`config.mk`:
```
export PLATFORM = sky130hd
export DESIGN_NAME = hall_six_step_commutator
export DESIGN_NICKNAME = d
export VERILOG_FILES = /design/src/sv/hssc_pkg.sv /design/src/sv/hssc_commutate.sv /design/src/sv/hall_six_step_commutator.sv
export SDC_FILE = /design/constraint.sdc
export NUM_CORES = 1
export LEC_CHECK = 0
export BUFFER_PORTS_ARGS = -buffer_cell sky130_fd_sc_hd__buf_2
export CAP_MARGIN = 20
export CORE_ASPECT_RATIO = 0.8
export CORE_UTILIZATION = 50
export DETAILED_ROUTE_END_ITERATION = 8
export PLACE_DENSITY = 0.77
export SLEW_MARGIN = 20
export SYNTH_ARGS = -nofsm -noshare
export SYNTH_HDL_FRONTEND = slang
export SYNTH_SLANG_ARGS = --single-unit
```
`constraint.sdc`:
```
create_clock -name clk -period 5.4 [get_ports clk]
set_input_delay 0.27 -clock clk [delete_from_list [all_inputs] [get_ports clk]]
set_output_delay 0.27 -clock clk [all_outputs]
set_load 0.02 [all_outputs]
```
`src/sv/hssc_pkg.sv`:
```
// Shared operation and status codes, commutation tables and types for the Hall commutator.
package hssc_pkg;

  localparam logic [2:0] OP_HALL_EDGE  = 3'd0;
  localparam logic [2:0] OP_SET_DRIVE  = 3'd1;
  localparam logic [2:0] OP_CURRENT    = 3'd2;
  localparam logic [2:0] OP_FAULT      = 3'd3;
  localparam logic [2:0] OP_LOAD_COUNT = 3'd4;

  localparam logic [1:0] ST_OK        = 2'd0;
  localparam logic [1:0] ST_REJECTED  = 2'd1;
  localparam logic [1:0] ST_FORBIDDEN = 2'd2;

  localparam logic [1:0] PHASE_ONE   = 2'd0;
  localparam logic [1:0] PHASE_TWO   = 2'd1;
  localparam logic [1:0] PHASE_THREE = 2'd2;

  localparam logic [14:0] DUTY_LIMIT_RESET = 15'h7FFF;

  typedef struct packed {
    logic        [2:0]  enable;
    logic        [14:0] duty_one;
    logic        [14:0] duty_two;
    logic        [14:0] duty_three;
    logic        [1:0]  phase;
    logic        [15:0] angle;
    logic signed [15:0] drive;
    logic               count_up;
    logic               count_down;
    logic               forbidden;
  } comm_t;

  function automatic logic [15:0] angle_of(input logic [2:0] hall);
    case (hall)
      3'd1:    angle_of = 16'd54613;
      3'd2:    angle_of = 16'd32768;
      3'd3:    angle_of = 16'd43690;
      3'd4:    angle_of = 16'd10923;
      3'd6:    angle_of = 16'd21845;
      default: angle_of = 16'd0;
    endcase
  endfunction

  function automatic logic [2:0] enable_of(input logic [2:0] hall);
    case (hall)
      3'd1, 3'd6: enable_of = 3'h6;
      3'd2, 3'd5: enable_of = 3'h3;
      3'd3, 3'd4: enable_of = 3'h5;
      default:    enable_of = 3'h0;
    endcase
  endfunction

  function automatic logic [1:0] cw_phase(input logic [2:0] hall);
    case (hall)
      3'd1, 3'd3: cw_phase = PHASE_THREE;
      3'd2, 3'd6: cw_phase = PHASE_TWO;
      default:    cw_phase = PHASE_ONE;
    endcase
  endfunction

  function automatic logic [1:0] ccw_phase(input logic [2:0] hall);
    case (hall)
      3'd1, 3'd5: ccw_phase = PHASE_TWO;
      3'd4, 3'd6: ccw_phase = PHASE_THREE;
      default:    ccw_phase = PHASE_ONE;
    endcase
  endfunction

  // Predecessor of each Hall code in forward and reverse rotation
  function automatic logic [2:0] up_from(input logic [2:0] hall);
    case (hall)
      3'd1:    up_from = 3'd3;
      3'd2:    up_from = 3'd6;
      3'd3:    up_from = 3'd2;
      3'd4:    up_from = 3'd5;
      3'd5:    up_from = 3'd1;
      3'd6:    up_from = 3'd4;
      default: up_from = 3'd0;
    endcase
  endfunction

  function automatic logic [2:0] down_from(input logic [2:0] hall);
    case (hall)
      3'd1:    down_from = 3'd5;
      3'd2:    down_from = 3'd3;
      3'd3:    down_from = 3'd1;
      3'd4:    down_from = 3'd6;
      3'd5:    down_from = 3'd4;
      3'd6:    down_from = 3'd2;
      default: down_from = 3'd0;
    endcase
  endfunction

endpackage

```
`src/sv/hssc_commutate.sv`:
```
// Six-step commutation decode: enables, compare values, angle and counting direction.
module hssc_commutate (
  input  logic        [2:0]  hall,
  input  logic        [2:0]  prev_hall,
  input  logic signed [15:0] drive,
  output hssc_pkg::comm_t    comm
);
  import hssc_pkg::*;

  logic [14:0] magnitude;
  logic [15:0] negated;
  logic [1:0]  phase;

  assign negated   = 16'd0 - drive;
  assign magnitude = drive[15] ? negated[14:0] : drive[14:0];
  assign phase     = drive[15] ? ccw_phase(hall) : cw_phase(hall);

  always_comb begin
    comm            = '0;
    comm.angle      = angle_of(hall);
    comm.forbidden  = hall inside {3'd0, 3'd7};
    comm.phase      = phase;
    if (!comm.forbidden) begin
      comm.enable     = enable_of(hall);
      comm.drive      = drive;
      comm.duty_one   = (phase == PHASE_ONE)   ? magnitude : 15'd0;
      comm.duty_two   = (phase == PHASE_TWO)   ? magnitude : 15'd0;
      comm.duty_three = (phase == PHASE_THREE) ? magnitude : 15'd0;
      comm.count_up   = (prev_hall == up_from(hall));
      comm.count_down = (prev_hall != up_from(hall)) && (prev_hall == down_from(hall));
    end
  end

endmodule

```
`src/sv/hall_six_step_commutator.sv`:
```
// Top level of the BLDC six-step Hall commutator.
//
// Requests come in on the in_valid/in_ready channel: operation, Hall bits, a
// signed drive request, three phase currents and a counter load value.
// Every request gives exactly one result on out_valid/out_ready, showing the
// commutator state after that request plus a status code.
// An accepted request is held in an input register; its result is registered
// into the state/result registers once the output can advance. Throughput is
// one request per cycle while out_ready stays high; all decode is a single
// shallow pass of table lookups, one 17-bit compare and a 32-bit up/down
// count between the input and state/result registers. When the receiver
// stalls, the result holds and one further request is still taken into the
// input register; in_ready then drops until the result is taken. The user
// must see that duty_limit is written through cfg_we/cfg_wdata only while
// the block is idle; the block itself does not enforce this. Synchronous
// reset clears all state: outputs off, drive and position zero, duty_limit
// back to its maximum, and both channels empty.
module hall_six_step_commutator (
  input  logic               clk,
  input  logic               rst,
  input  logic               cfg_we,
  input  logic        [14:0] cfg_wdata,
  input  logic               in_valid,
  output logic               in_ready,
  input  logic        [2:0]  operation,
  input  logic        [2:0]  hall_bits,
  input  logic signed [16:0] drive_request,
  input  logic signed [15:0] current_a,
  input  logic signed [15:0] current_b,
  input  logic signed [15:0] current_c,
  input  logic signed [31:0] count_load,
  output logic               out_valid,
  input  logic               out_ready,
  output logic        [2:0]  phase_enable,
  output logic        [14:0] duty_one,
  output logic        [14:0] duty_two,
  output logic        [14:0] duty_three,
  output logic signed [31:0] position,
  output logic        [15:0] electrical_angle,
  output logic        [2:0]  hall_now,
  output logic signed [15:0] drive_now,
  output logic signed [15:0] conducting_current,
  output logic        [1:0]  status
);
  import hssc_pkg::*;

  logic [14:0] duty_limit;

  // input register
  logic               req_valid;
  logic [2:0]         req_op;
  logic [2:0]         req_hall;
  logic signed [16:0] req_drive;
  logic signed [15:0] req_ia;
  logic signed [15:0] req_ib;
  logic signed [15:0] req_ic;
  logic signed [31:0] req_load;

  // commutator state, driven straight to the result ports
  logic [2:0]         hall_state;
  logic signed [15:0] drive_value;
  logic [31:0]        position_count;
  logic [15:0]        angle_reg;
  logic [1:0]         driven_phase;
  logic [15:0]        phase_current;
  logic [14:0]        duty_a;
  logic [14:0]        duty_b;
  logic [14:0]        duty_c;
  logic [2:0]         enable_reg;
  logic [1:0]         status_reg;
  logic               result_valid;

  logic               advance;
  logic               step;
  logic [16:0]        req_negated;
  logic [16:0]        req_magnitude;
  logic               in_range;
  logic signed [15:0] apply_drive;
  logic               do_apply;
  comm_t              comm;

  assign advance  = !result_valid || out_ready;
  assign in_ready = !req_valid || advance;
  assign step     = req_valid && advance;

  assign req_negated   = 17'd0 - req_drive;
  assign req_magnitude = req_drive[16] ? req_negated : req_drive;
  assign in_range      = req_magnitude <= {2'b00, duty_limit};
  assign apply_drive   = (req_op == OP_SET_DRIVE) ? req_drive[15:0] : drive_value;
  assign do_apply      = (req_op == OP_HALL_EDGE) || ((req_op == OP_SET_DRIVE) && in_range);

  hssc_commutate u_commutate (
    .hall      (req_hall),
    .prev_hall (hall_state),
    .drive     (apply_drive),
    .comm      (comm)
  );

  always_ff @(posedge clk) begin
    if (rst) begin
      duty_limit <= DUTY_LIMIT_RESET;
    end else if (cfg_we) begin
      duty_limit <= cfg_wdata;
    end
  end

  always_ff @(posedge clk) begin
    if (rst) begin
      req_valid <= 1'b0;
    end else if (in_ready) begin
      req_valid <= in_valid;
    end
  end

  always_ff @(posedge clk) begin
    if (in_valid && in_ready) begin
      req_op    <= operation;
      req_hall  <= hall_bits;
      req_drive <= drive_request;
      req_ia    <= current_a;
      req_ib    <= current_b;
      req_ic    <= current_c;
      req_load  <= count_load;
    end
  end

  always_ff @(posedge clk) begin
    if (rst) begin
      result_valid <= 1'b0;
    end else if (advance) begin
      result_valid <= req_valid;
    end
  end

  always_ff @(posedge clk) begin
    if (rst) begin
      hall_state     <= 3'd0;
      drive_value    <= '0;
      position_count <= 32'd0;
      angle_reg      <= 16'd0;
      driven_phase   <= PHASE_ONE;
      phase_current  <= 16'd0;
      duty_a         <= 15'd0;
      duty_b         <= 15'd0;
      duty_c         <= 15'd0;
      enable_reg     <= 3'd0;
      status_reg     <= ST_OK;
    end else if (step) begin
      status_reg <= ST_OK;
      if (do_apply) begin
        hall_state  <= req_hall;
        angle_reg   <= comm.angle;
        enable_reg  <= comm.enable;
        duty_a      <= comm.duty_one;
        duty_b      <= comm.duty_two;
        duty_c      <= comm.duty_three;
        drive_value <= comm.drive;
        if (comm.forbidden) begin
          status_reg <= ST_FORBIDDEN;
        end else begin
          driven_phase <= comm.phase;
          if (comm.count_up) begin
            position_count <= position_count + 32'd1;
          end else if (comm.count_down) begin
            position_count <= position_count - 32'd1;
          end
        end
      end else begin
        case (req_op)
          OP_SET_DRIVE: begin
            status_reg <= ST_REJECTED;
          end
          OP_CURRENT: begin
            case (driven_phase)
              PHASE_ONE:   phase_current <= req_ia;
              PHASE_TWO:   phase_current <= req_ib;
              PHASE_THREE: phase_current <= req_ic;
              default:     phase_current <= phase_current;
            endcase
          end
          OP_FAULT: begin
            enable_reg  <= 3'd0;
            duty_a      <= 15'd0;
            duty_b      <= 15'd0;
            duty_c      <= 15'd0;
            drive_value <= '0;
          end
          OP_LOAD_COUNT: begin
            position_count <= req_load;
          end
          default: begin
            status_reg <= ST_OK;
          end
        endcase
      end
    end
  end

  assign out_valid          = result_valid;
  assign phase_enable       = enable_reg;
  assign duty_one           = duty_a;
  assign duty_two           = duty_b;
  assign duty_three         = duty_c;
  assign position           = position_count;
  assign electrical_angle   = angle_reg;
  assign hall_now           = hall_state;
  assign drive_now          = drive_value;
  assign conducting_current = phase_current;
  assign status             = status_reg;

endmodule

```
# == Yosys cells after proc, flatten, opt, wreduce, memory -nomap -nowiden ==
# Index checks and enable logic that the tools add are counted.
# op_classes
add_sub_neg,4
magnitude_cmp,1
n_eq_ne,20
muxes,34
bitwise,2
reduce_logical,29
# ops
operator,count
two-way mux 32 bit,5
two-way mux 15 bit,8
one-hot mux 16 bit (5 select lines),1
two-way mux 16 bit,3
two-way mux 48 bit,1
one-hot mux 16 bit (3 select lines),1
one-hot mux 3 bit (6 select lines),2
"adder 32 x 1 -> 32 bit, second input constant",1
"subtractor 32 x 1 -> 32 bit, second input constant",1
two-way mux 18 bit,1
<= comparator 17 x 15 -> 1 bit,1
two-way mux 17 bit,1
"subtractor 1 x 17 -> 17 bit, first input constant",1
"equality test 3 bit, second input constant",5
"subtractor 1 x 15 -> 15 bit, first input constant",1
OR reduction 2 bit,7
"equality test 3 x 2 -> 1 bit, second input constant",4
two-way mux 3 bit,4
one-hot mux 3 bit (3 select lines),1
one-hot mux 2 bit (2 select lines),2
AND reduction 4 bit,2
"equality test 3 x 1 -> 1 bit, second input constant",2
equality test 3 bit,2
zero test 3 bit,2
16 further kinds,31
# word_totals
ff_bits,255
inputBits,123
out_inout_bits,135
elab_cells,111

# == Logic depth before layout (Yosys ltp) ==
# Gate-level depths: netlist of run 1.
# logic_depth
depth_word,10
ltp_mapped,19
depth_no_buf,17

# == Cells and area by module ==
# From an unflattened synthesis of run 1, not the netlist that was laid out.
# hier_totals
hier_cells,1318
hier_area_um2,12610.8
# by_module_without_submodules
module,n_inst,cells_per_inst,area_per_inst_um2,seq_area_each_um2
hall_six_step_commutator,1,1138,11499.8,6135.9
hssc_commutate,1,180,1111.1,0.0

# == Least setup slack after synthesis of run 1 ==
# Ideal clock, no wire load.
# synth_timing
kind,flip-flop to flip-flop
startpoint,register req_hall[2]
endpoint,register position_count[31] (netlist: position[31])
setup_ns,0.091
arrival_ns,5.446
required_time_ns,5.309
slack_ns,-0.137
stages_incl_launch_ff,16
n_path_buf,1
synth_period_minus_slack_ns,5.537
cell_sequence,edfxtp_1 clkbuf_1 inv_1 nand3_1 a211oi_1 o21ai_0 ha_1 a211oi_1 o21ai_0 a21o_1 a31oi_1 o21ai_0 o21ai_0 o21ai_0 mux2i_1 a311oi_1
# synth_between
elab_chain_len,8
word_cells_on_any_way,24
classes_between,eq/ne: 12; mux: 8; reduce/logical: 4
# synth_lines
element,line,rtl
start: declaration,hall_six_step_commutator.sv:52,logic [2:0] req_hall;
start signal: assignment,hall_six_step_commutator.sv:118,req_hall <= hall_bits;
equality test 3 bit (tied with other cells),"hssc_pkg.sv:71, hssc_pkg.sv:83",
"one-hot mux 3 bit (6 select lines), on equally long branches","hssc_pkg.sv:71, hssc_pkg.sv:83",
two-way mux 3 bit,hssc_commutate.sv:23,if (!comm.forbidden) begin
inequality test 3 bit (tied with other cells),hssc_commutate.sv:30,comm.count_down = (prev_hall != up_from(hall)) && (prev_hall == down_from(hall));
logical AND 1 bit / two-way mux 18 bit (equally long branches),"hssc_commutate.sv:30, hssc_commutate.sv:23",
two-way mux 18 bit / two-way mux 32 bit (equally long branches),"hssc_commutate.sv:23, hall_six_step_commutator.sv:162",
inequality test 3 x 1 -> 1 bit (no line) / two-way mux 32 bit (equally long branches),--,
AND reduction 4 bit (no line) / two-way mux 32 bit (equally long branches),--,
end signal: assignment,hall_six_step_commutator.sv:163,position_count <= position_count + 32'd1;
end signal: assignment,hall_six_step_commutator.sv:165,position_count <= position_count - 32'd1;
end signal: assignment,hall_six_step_commutator.sv:189,position_count <= req_load;
end: declaration,hall_six_step_commutator.sv:62,logic [31:0] position_count;
# Several ways; a longest one is shown, not always the timed one. The select of a mux whose other input is x is not followed.
# A chain may end at the register's enable or synchronous reset.

# == Final worst setup path of run 1 ==
# layout_timing
startpoint,register req_drive[3]
endpoint,register position_count[5] (netlist: position[5])
# layout_between
elab_chain_len,7
word_cells_on_any_way,10
classes_between,add/sub: 1; order compare: 1; eq/ne: 2; mux: 2; reduce/logical: 4
# layout_lines
element,line,rtl
start: declaration,hall_six_step_commutator.sv:53,logic signed [16:0] req_drive;
start signal: assignment,hall_six_step_commutator.sv:119,req_drive <= drive_request;
subtractor 1 x 17 -> 17 bit,hall_six_step_commutator.sv:86,assign req_negated = 17'd0 - req_drive;
two-way mux 17 bit (*),hall_six_step_commutator.sv:87,assign req_magnitude = req_drive[16] ? req_negated : req_drive;
<= comparator 17 x 15 -> 1 bit (*),hall_six_step_commutator.sv:88,"assign in_range = req_magnitude <= {2'b00, duty_limit};"
logical AND 1 bit (*),hall_six_step_commutator.sv:90,assign do_apply = (req_op == OP_HALL_EDGE) || ((req_op == OP_SET_DRIVE) && in_range);
logical OR 1 bit (*),hall_six_step_commutator.sv:90,
inequality test 3 x 1 -> 1 bit (no line) (tied with other cells),--,
AND reduction 4 bit (no line),--,
# Mark *: on every way between the ends. The rest lies on a longest branch, timed or not.

==> impl_table.tex, run 1 <==
\begin{tabular}{lr}
\hline
Metric & Value \\
\hline
\multicolumn{2}{l}{\textbf{Outcome}} \\
Result of the run & finished with violations \\
Failing checks & DRC \\
\multicolumn{2}{l}{\textbf{Pwr}} \\
Leak & between 0.006 and 0.007 uW \\
Peak supply drop & between 0.2 and 0.3 mV \\
Total power & about 4300 uW \\
Power Density & $\sim$290 mW/mm\^{}2 \\
\multicolumn{2}{l}{\textbf{Route}} \\
Max layer used & met4 \\
Routed length on met1 & around 15000 um \\
Met3 wire len & 2187 um \\
Routed length on met2 & between 15000 and 20000 um \\
Number of vias after detailed routing & between 10000 and 15000 \\
Detailed Routing Iterations Pass 1 & 7 \\
Drt first-iter violations & between 800 and 900 \\
Via-per-instance ratio & approximately 5.6 \\
Routed wire length per instance & approximately 18 um \\
Number of design rule violations left after detail routing & 1 \\
Antenna violation net count after detailed routing & 0 \\
Total length of routed wires & between 30000 and 40000 um \\
\multicolumn{2}{l}{\textbf{Worst setup path}} \\
Count of buffer and inverter cells on the critical path & 1 \\
Crit start category & register \\
Worst endpoint data arrival time & around 5.2 ns \\
Type of element capturing the critical path & register \\
Worst endpoint required time & about 5.8 ns \\
Reg2Reg Setup Slack & between 0.5 and 0.6 ns \\
Ordered cell list for the critical path & nor4\_1, nor2b\_1, nand2\_1, o21ai\_0, xnor2\_1, ha\_1, a211o\_1, o211ai\_1, a21oi\_1, a211o\_1, a221oi\_4, o21a\_2, buf\_4, nor2\_1, a211oi\_1 \\
Cell with the biggest individual delay on the critical path & sky130\_fd\_sc\_hd\_\_o21a\_2 \\
Worst path max stage delay & 0.68 ns \\
Worst Path Class, Setup & register to register \\
Most numerous cell on the critical path & sky130\_fd\_sc\_hd\_\_a211o\_1 \\
Maximum fanout along the worst path & 33 \\
Crit path max-delay family & compound AO/OA/AOI/OAI gates \\
\multicolumn{2}{l}{\textbf{STA}} \\
Final number of hold-violating endpoints & 0 \\
Slack of the critical path & just under 0.6 ns \\
Number of max-slew violations in the final report & 0 \\
Final period demand of the worst path & 4.809 ns \\
Post-route fraction of the period consumed by the critical path & 89.05\% \\
Worst-case headroom to the max-slew limit & 32.05\% \\
Final total negative setup slack & 0 ns \\
Worst setup skew after layout & between 0.01 and 0.015 ns \\
Setup repair after global routing missed its margin & no \\
Slew of the pin with the lowest slew margin & around 1.0 ns \\
Count of endpoints failing setup in the final report & 0 \\
Peak Freq & 208.0 MHz \\
\multicolumn{2}{l}{\textbf{Final layout}} \\
Antenna diodes & 0 \\
Share of the core filled with cells in the final layout & between 60 and 70\% \\
Footprint of the multi-input gates & about 0.0054 mm\^{}2 \\
Area growth from synthesis to layout & 28.17\% \\
Register area & 0.005896 mm\^{}2 \\
Proportion of layout cells with a drive suffix above 1 & a little over a fifth \\
Layout filler cell count & between 1500 and 2000 \\
Total number of nets in the final design & roughly 1700 \\
\multicolumn{2}{l}{\textbf{Clocking}} \\
Clk slew on worst S/H paths & 0.06 ns \\
Worst-Skew Late Latency & between 0.5 and 0.6 ns \\
\# H-tree levels & 1 \\
TritonCTS clock tree & built \\
Sinks on Clock Net & between 200 and 250 \\
Number of setup buffers added after CTS & 0 \\
Post-cts resize count & 0 \\
CTS root buf & sky130\_fd\_sc\_hd\_\_clkbuf\_16 \\
Worst-case clock buffer depth & 3 \\
CTS Buf Count & 25 \\
\multicolumn{2}{l}{\textbf{Die}} \\
Die Y-Extent & between 100 and 150 um \\
Number of top-level pins & between 200 and 300 \\
Chip Width & roughly 170 um \\
Floorplan die area & about 0.024 mm\^{}2 \\
Placeable core region & 0.02333 mm\^{}2 \\
Row count & 50 \\
Initial Utilization & between 50 and 60\% \\
\multicolumn{2}{l}{\textbf{Hold path}} \\
Worst hold path type & primary input to register \\
\multicolumn{2}{l}{\textbf{Synthesis}} \\
Most used flip-flop cell after synthesis & sky130\_fd\_sc\_hd\_\_dfxtp\_1 \\
Synthesized instance count & $\sim$1200 \\
Total nets after synthesis & around 1400 \\
Unique masters post-synth & 73 \\
Post-Synthesis Mean Instance Area & just under 10 um\^{}2 \\
EDFF count, synth & 103 \\
Synth async-reset ratio & 0\% \\
Register bit count reported by yosys & about 240 \\
Netlist area before placement & 0.01187 mm\^{}2 \\
Synth warnings & 0 \\
Post-synthesis sequential area ratio & 49.67\% \\
\multicolumn{2}{l}{\textbf{Placement}} \\
Global placement routability congestion & roughly 0.9 \\
IO Port Bufs & about 260 \\
HPWL reported at the end of detailed placement & roughly 22000 um \\
Worst slack at placement & approximately 0.68 ns \\
\multicolumn{2}{l}{\textbf{Global route}} \\
Pin count of the biggest net entering global routing & 72 \\
Total global routing overflow & 0 \\
Number of global-route vias before repair & just under 10000 \\
Number of antenna violations at the first check in global routing & 0 \\
First-pass GRT wire length & 52730 um \\
Overall routing resource usage & a little over a quarter \\
\multicolumn{2}{l}{\textbf{Flow run}} \\
MaxCap Viol Count & 0 \\
\hline
\end{tabular}
[layer usage]
layer  global-route usage (%)  vias up
li1                         -     5015
met1                    37.23     4923
met2                    43.38      394
met3                    4.454       48
met4                    6.002        0
met5                        0        -
[area by class of cell]
cell class | count | area share (%)
flip-flops and latches | 243 | 38.76
multi-input cells | 827 | 35.52
repair buffers | 387 | 16.98
clock buffers | 35 | 4.696
well taps | 312 | 2.566
inverters | 40 | 0.9870
clock inverters | 11 | 0.5017
[worst paths after layout]
check,startpoint,to,depth (start not counted)
max,req_drive[3],position[5],15
min,cfg_wdata[10],duty_limit[10],3
max reg2reg,req_drive[3],position[5],15
min reg2reg,phase_enable[1],phase_enable[1],2
[through the flow]
stage | cell area [um^2] | cells | hold WS [ns]
2_1_floorplan | 11870 | 1194 | 0.3689
4_1_cts | 15210 | 1855 | 0.002763
3_5_place_dp | 13240 | 1691 | 0.4469
5_1_grt | 15210 | 1855 | 0.03425
6_report | 15210 | 1855 | 0.03557
3_3_place_gp | 13240 | 1691 | 0.4405
[report_power, final]
group          switching, uW  total, uW  internal (uW)
Clock                    735       1670            935
Sequential              47.8       2030           1990
Combinational            362        640            278
[kinds of logic after synthesis]
family	share of synthesized area, %
mux	2.035
xor+xnor	3.690
fa+ha+maj	5.861
flops	49.67
buf+inv	4.986
compound gates	20.69
simple gates	13.06
[cells in the mapped netlist (29+ instances only)]
| library cell | count | area, um^2 |
|---|---|---|
| sky130_fd_sc_hd__clkbuf_1 | 49 | 183.9 |
| sky130_fd_sc_hd__nand2_1 | 86 | 322.8 |
| sky130_fd_sc_hd__a22o_1 | 49 | 429.2 |
| sky130_fd_sc_hd__inv_1 | 40 | 150.1 |
| sky130_fd_sc_hd__dfxtp_1 | 140 | 2803 |
| sky130_fd_sc_hd__nor2_1 | 143 | 536.8 |
| sky130_fd_sc_hd__o21ai_0 | 51 | 255.2 |
| sky130_fd_sc_hd__edfxtp_1 | 103 | 3093 |
| sky130_fd_sc_hd__a21oi_1 | 101 | 505.5 |
| sky130_fd_sc_hd__xnor2_1 | 29 | 254.0 |
| sky130_fd_sc_hd__ha_1 | 54 | 675.7 |
[placed cells by master, fill, tap and decap left out, drive strengths merged, types with 19 or more instances in the layout]
master and count:
nor3 21, a22oi 19, o211ai 23, nand2 86
a211oi 22, buf 269, nor2 144, ha 54
xor2 21, clkbuf 35, o21ai 52, mux2i 23
a21oi 103, a22o 49, dfxtp 140, edfxtp 103
dlygate4sd3 118, xnor2 29, inv 47
[timing repair]
| item | CTS | global route |
|---|---|---|
| hold endpoints to repair | 118 | 0 |
| setup endpoints to repair | 0 | 0 |
| hold buffers | 118 | 0 |
[worst min-delay path, cell delays in order]
cell and delay, ns:
sky130_fd_sc_hd__buf_2 0.08, sky130_fd_sc_hd__nand2_1 0.08, sky130_fd_sc_hd__o211ai_1 0.09
(Power assumes the default switching activity.)
==> run 2: changes to the inputs <==
Clock period 5.4 ns to 3.9 ns, I/O delays scaled along.
==> impl_table.tex, run 2 (same netlist as run 1, synthesis figures left out) <==
\begin{tabular}{lr}
\hline
Metric & Value \\
\hline
\multicolumn{2}{l}{\textbf{Outcome}} \\
Result of the run & completed \\
\multicolumn{2}{l}{\textbf{Pwr}} \\
Internal Pwr Total & 4757 uW (+49\%) \\
Seq pwr share & 43.2\% (-3.6 points) \\
Peak supply drop & 0.4023 mV (+47\%) \\
Power Density & 385.7 mW/mm\^{}2 (+35\%) \\
Net switching power figure & 1735 uW (+52\%) \\
Gate power share & 17.9\% (+3.2 points) \\
Leak & 0.007263 uW (+9.8\%) \\
Net Sw Frac & 26.73\% (+0.39 points) \\
Power share of the clock group & 38.8\% (+0.4 points) \\
\multicolumn{2}{l}{\textbf{Clocking}} \\
CTS Buf Count & 25 (unchanged) \\
Sinks on Clock Net & 243 (unchanged) \\
CTS root buf & sky130\_fd\_sc\_hd\_\_clkbuf\_16 \\
Worst-case clock buffer depth & 3 (unchanged) \\
TritonCTS clock tree & built \\
\# H-tree levels & 1 (unchanged) \\
Worst-Skew Late Latency & 0.53 ns (about the same) \\
Clk slew on worst S/H paths & 0.07 ns (about the same) \\
\multicolumn{2}{l}{\textbf{Global route}} \\
Met2 global-route usage & 47.79\% (+4.4 points) \\
Number of global-route vias before repair & 10730 (+8.2\%) \\
First-pass GRT wire length & 56340 um (+6.8\%) \\
Number of antenna violations at the first check in global routing & 1 (+1) \\
Total global routing overflow & 0 (unchanged) \\
GR Util met3 & 5.164\% (+0.71 points) \\
Pin count of the biggest net entering global routing & 71 (-1.4\%) \\
Overall routing resource usage & 28.80\% (+2.1 points) \\
GR peak layer & met2 \\
Global-route met1 utilization & 38.52\% (+1.3 points) \\
\multicolumn{2}{l}{\textbf{STA}} \\
Slack of the critical path & 0.01368 ns (-0.5775 ns) \\
Count of endpoints failing setup in the final report & 0 (unchanged) \\
Post-route fraction of the period consumed by the critical path & 99.65\% (+11 points) \\
Worst setup skew after layout & 0.01587 ns (+0.003986 ns) \\
Peak Freq & 257.3 MHz (+24\%) \\
Slew of the pin with the lowest slew margin & 1.003 ns (-0.01660 ns) \\
Setup repair after global routing missed its margin & yes \\
Number of max-slew violations in the final report & 0 (unchanged) \\
Final total negative setup slack & 0 ns (unchanged) \\
Final number of hold-violating endpoints & 0 (unchanged) \\
Final period demand of the worst path & 3.886 ns (-0.9225 ns) \\
Worst-case headroom to the max-slew limit & 33.15\% (+1.1 points) \\
\multicolumn{2}{l}{\textbf{Route}} \\
Drt first-iter violations & 835 (-0.48\%) \\
Number of vias after detailed routing & 11070 (+6.7\%) \\
Detailed Routing Iterations Pass 1 & 5 (-2) \\
Via-per-instance ratio & 5.658 (+1.1\%) \\
Total length of routed wires & 37070 um (+11\%) \\
Antenna violation net count after detailed routing & 0 (unchanged) \\
Routed wire length per instance & 18.94 um (+5.5\%) \\
Number of design rule violations left after detail routing & 0 (-1) \\
\multicolumn{2}{l}{\textbf{Hold path}} \\
Hold-critical path depth & 3 (unchanged) \\
Worst hold path type & primary input to register \\
Startpoint of the most critical hold path & cfg\_we \\
Hold worst-path end & duty\_limit[11] \\
\multicolumn{2}{l}{\textbf{Placement}} \\
Global placement routability congestion & 0.9426 (+2.3\%) \\
IO Port Bufs & 257 (unchanged) \\
Worst slack at placement & -0.3157 ns (-0.9995 ns) \\
HPWL reported at the end of detailed placement & 22940 um (+5.6\%) \\
\multicolumn{2}{l}{\textbf{Final layout}} \\
Most common cell after layout, fill and taps aside & sky130\_fd\_sc\_hd\_\_buf\_2 \\
Proportion of layout cells with a drive suffix above 1 & 31.14\% (+9.6 points) \\
Total number of nets in the final design & 1803 (+5.9\%) \\
Area growth from synthesis to layout & 41.83\% \\
Most frequent cells in the layout & sky130\_fd\_sc\_hd\_\_buf\_2 (258), sky130\_fd\_sc\_hd\_\_nor2\_1 (140), sky130\_fd\_sc\_hd\_\_dfxtp\_1 (140) \\
Share of the core filled with cells in the final layout & 72.14\% (+6.9 points) \\
\multicolumn{2}{l}{\textbf{Worst setup path}} \\
Worst reg2reg path endpoint & position[15] \\
Worst Reg2Reg Path Length in Cells & 18 (+3) \\
Worst Path Class, Setup & register to register \\
Type of element capturing the critical path & register \\
Crit start category & register \\
Reg2Reg Setup Slack & 0.01 ns (-0.58 ns) \\
Worst setup path startpoint & req\_drive[3] \\
Launch instance of the worst register-to-register path & req\_drive[3] \\
Maximum fanout along the worst path & 5 (-85\%) \\
Worst endpoint required time & 4.27 ns (-1.55 ns) \\
Worst endpoint data arrival time & 4.26 ns (-0.97 ns) \\
\multicolumn{2}{l}{\textbf{Die}} \\
Chip Width & 174.3 um (unchanged) \\
Row count & 50 (unchanged) \\
Number of top-level pins & 258 (unchanged) \\
Initial Utilization & 50.86\% (unchanged) \\
Floorplan die area & 0.02436 mm\^{}2 (unchanged) \\
Die Y-Extent & 139.8 um (unchanged) \\
Placeable core region & 0.02333 mm\^{}2 (unchanged) \\
\multicolumn{2}{l}{\textbf{Flow run}} \\
MaxCap Viol Count & 0 (unchanged) \\
\hline
\end{tabular}
-- run 2: changes by cell type in the layout (fill, tap and decap cells not counted), moves of 8 or more --
cell	delta
sky130_fd_sc_hd__ha_1	-16
sky130_fd_sc_hd__buf_12	+11
sky130_fd_sc_hd__buf_6	+9
sky130_fd_sc_hd__a21oi_1	-10
sky130_fd_sc_hd__a21oi_2	+11
sky130_fd_sc_hd__buf_4	+74
sky130_fd_sc_hd__o21ai_1	+8
sky130_fd_sc_hd__ha_4	+12
sky130_fd_sc_hd__o21ai_0	-17
-- run 2: cell type report --
cell class	instances	area (um^2)
tap	312	390.4
inverter	40	150.1
sequential	243	5896
fill	1598	6501
clock buffer	31	689.4
clock inverter	15	177.7
multi-input combinational	829	6003
timing repair buffer	486	3525
antenna	1	2.502
-- run 2: power groups by stage --
stage | registers [uW] | clock network (uW) | logic (uW)
after global placement | 2850 | 0 | 867
after global routing | 2810 | 2640 | 1260
after CTS | 2800 | 2540 | 1010
after detailed placement | 2850 | 0 | 883
final | 2810 | 2520 | 1160
after floorplan | 2860 | 0 | 565
-- run 2: worst max-delay path by stage --
stage / slack, ns / endpoint / depth (start not counted)
after CTS: 0.01 / position[1] / 19
after detailed placement: -0.32 / position[23] / 16
after global routing: -0.15 / position[1] / 18
after floorplan: -0.04 / position[18] / 18
final: 0.01 / position[15] / 18
after global placement: -0.22 / position[23] / 16
-- run 2: metal layers --
metal,share of wire [%],vias to the layer above
met4,3.1,0
met1,42,5270
met3,7.8,87
met2,47,494
li1,-,5221
met5,0,-
-- run 2: worst max-delay path: stages, from the launching register on --
cell                       delay, ns
sky130_fd_sc_hd__edfxtp_1       0.43
sky130_fd_sc_hd__nor4_4         0.36
sky130_fd_sc_hd__nor2b_4        0.22
sky130_fd_sc_hd__nand2_2        0.08
sky130_fd_sc_hd__o21ai_2        0.17
sky130_fd_sc_hd__xnor2_1        0.09
sky130_fd_sc_hd__ha_1           0.32
sky130_fd_sc_hd__a211o_1        0.28
sky130_fd_sc_hd__o211ai_1       0.10
sky130_fd_sc_hd__a21oi_1        0.09
sky130_fd_sc_hd__a211o_1        0.31
sky130_fd_sc_hd__a221oi_4       0.33
sky130_fd_sc_hd__buf_6          0.18
sky130_fd_sc_hd__buf_6          0.12
sky130_fd_sc_hd__a21oi_4        0.07
sky130_fd_sc_hd__buf_4          0.21
sky130_fd_sc_hd__buf_4          0.14
sky130_fd_sc_hd__a21oi_1        0.16
sky130_fd_sc_hd__a211oi_1       0.09
-- run 2: timing repair --
action | 4_1_cts | 5_1_grt
hold buffers | 120 | 0
cloned | 1 | 3
gates resized for setup | 16 | 102
setup endpoints to repair | 91 | 101
pin swaps | 3 | 53
setup buffers | 8 | 13
hold endpoints to repair | 120 | 0
-- run 2: through the flow --
stage	cell area, um^2	instances	hold slack (ns)	power (uW)
5_1_grt	16830	1957	0.2043	6710
6_report	16830	1957	0.1702	6492
3_5_place_dp	14020	1765	0.3731	3737
2_1_floorplan	11990	1194	0.2939	3427
4_1_cts	16210	1940	0.1487	6346
3_3_place_gp	14020	1765	0.3713	3720
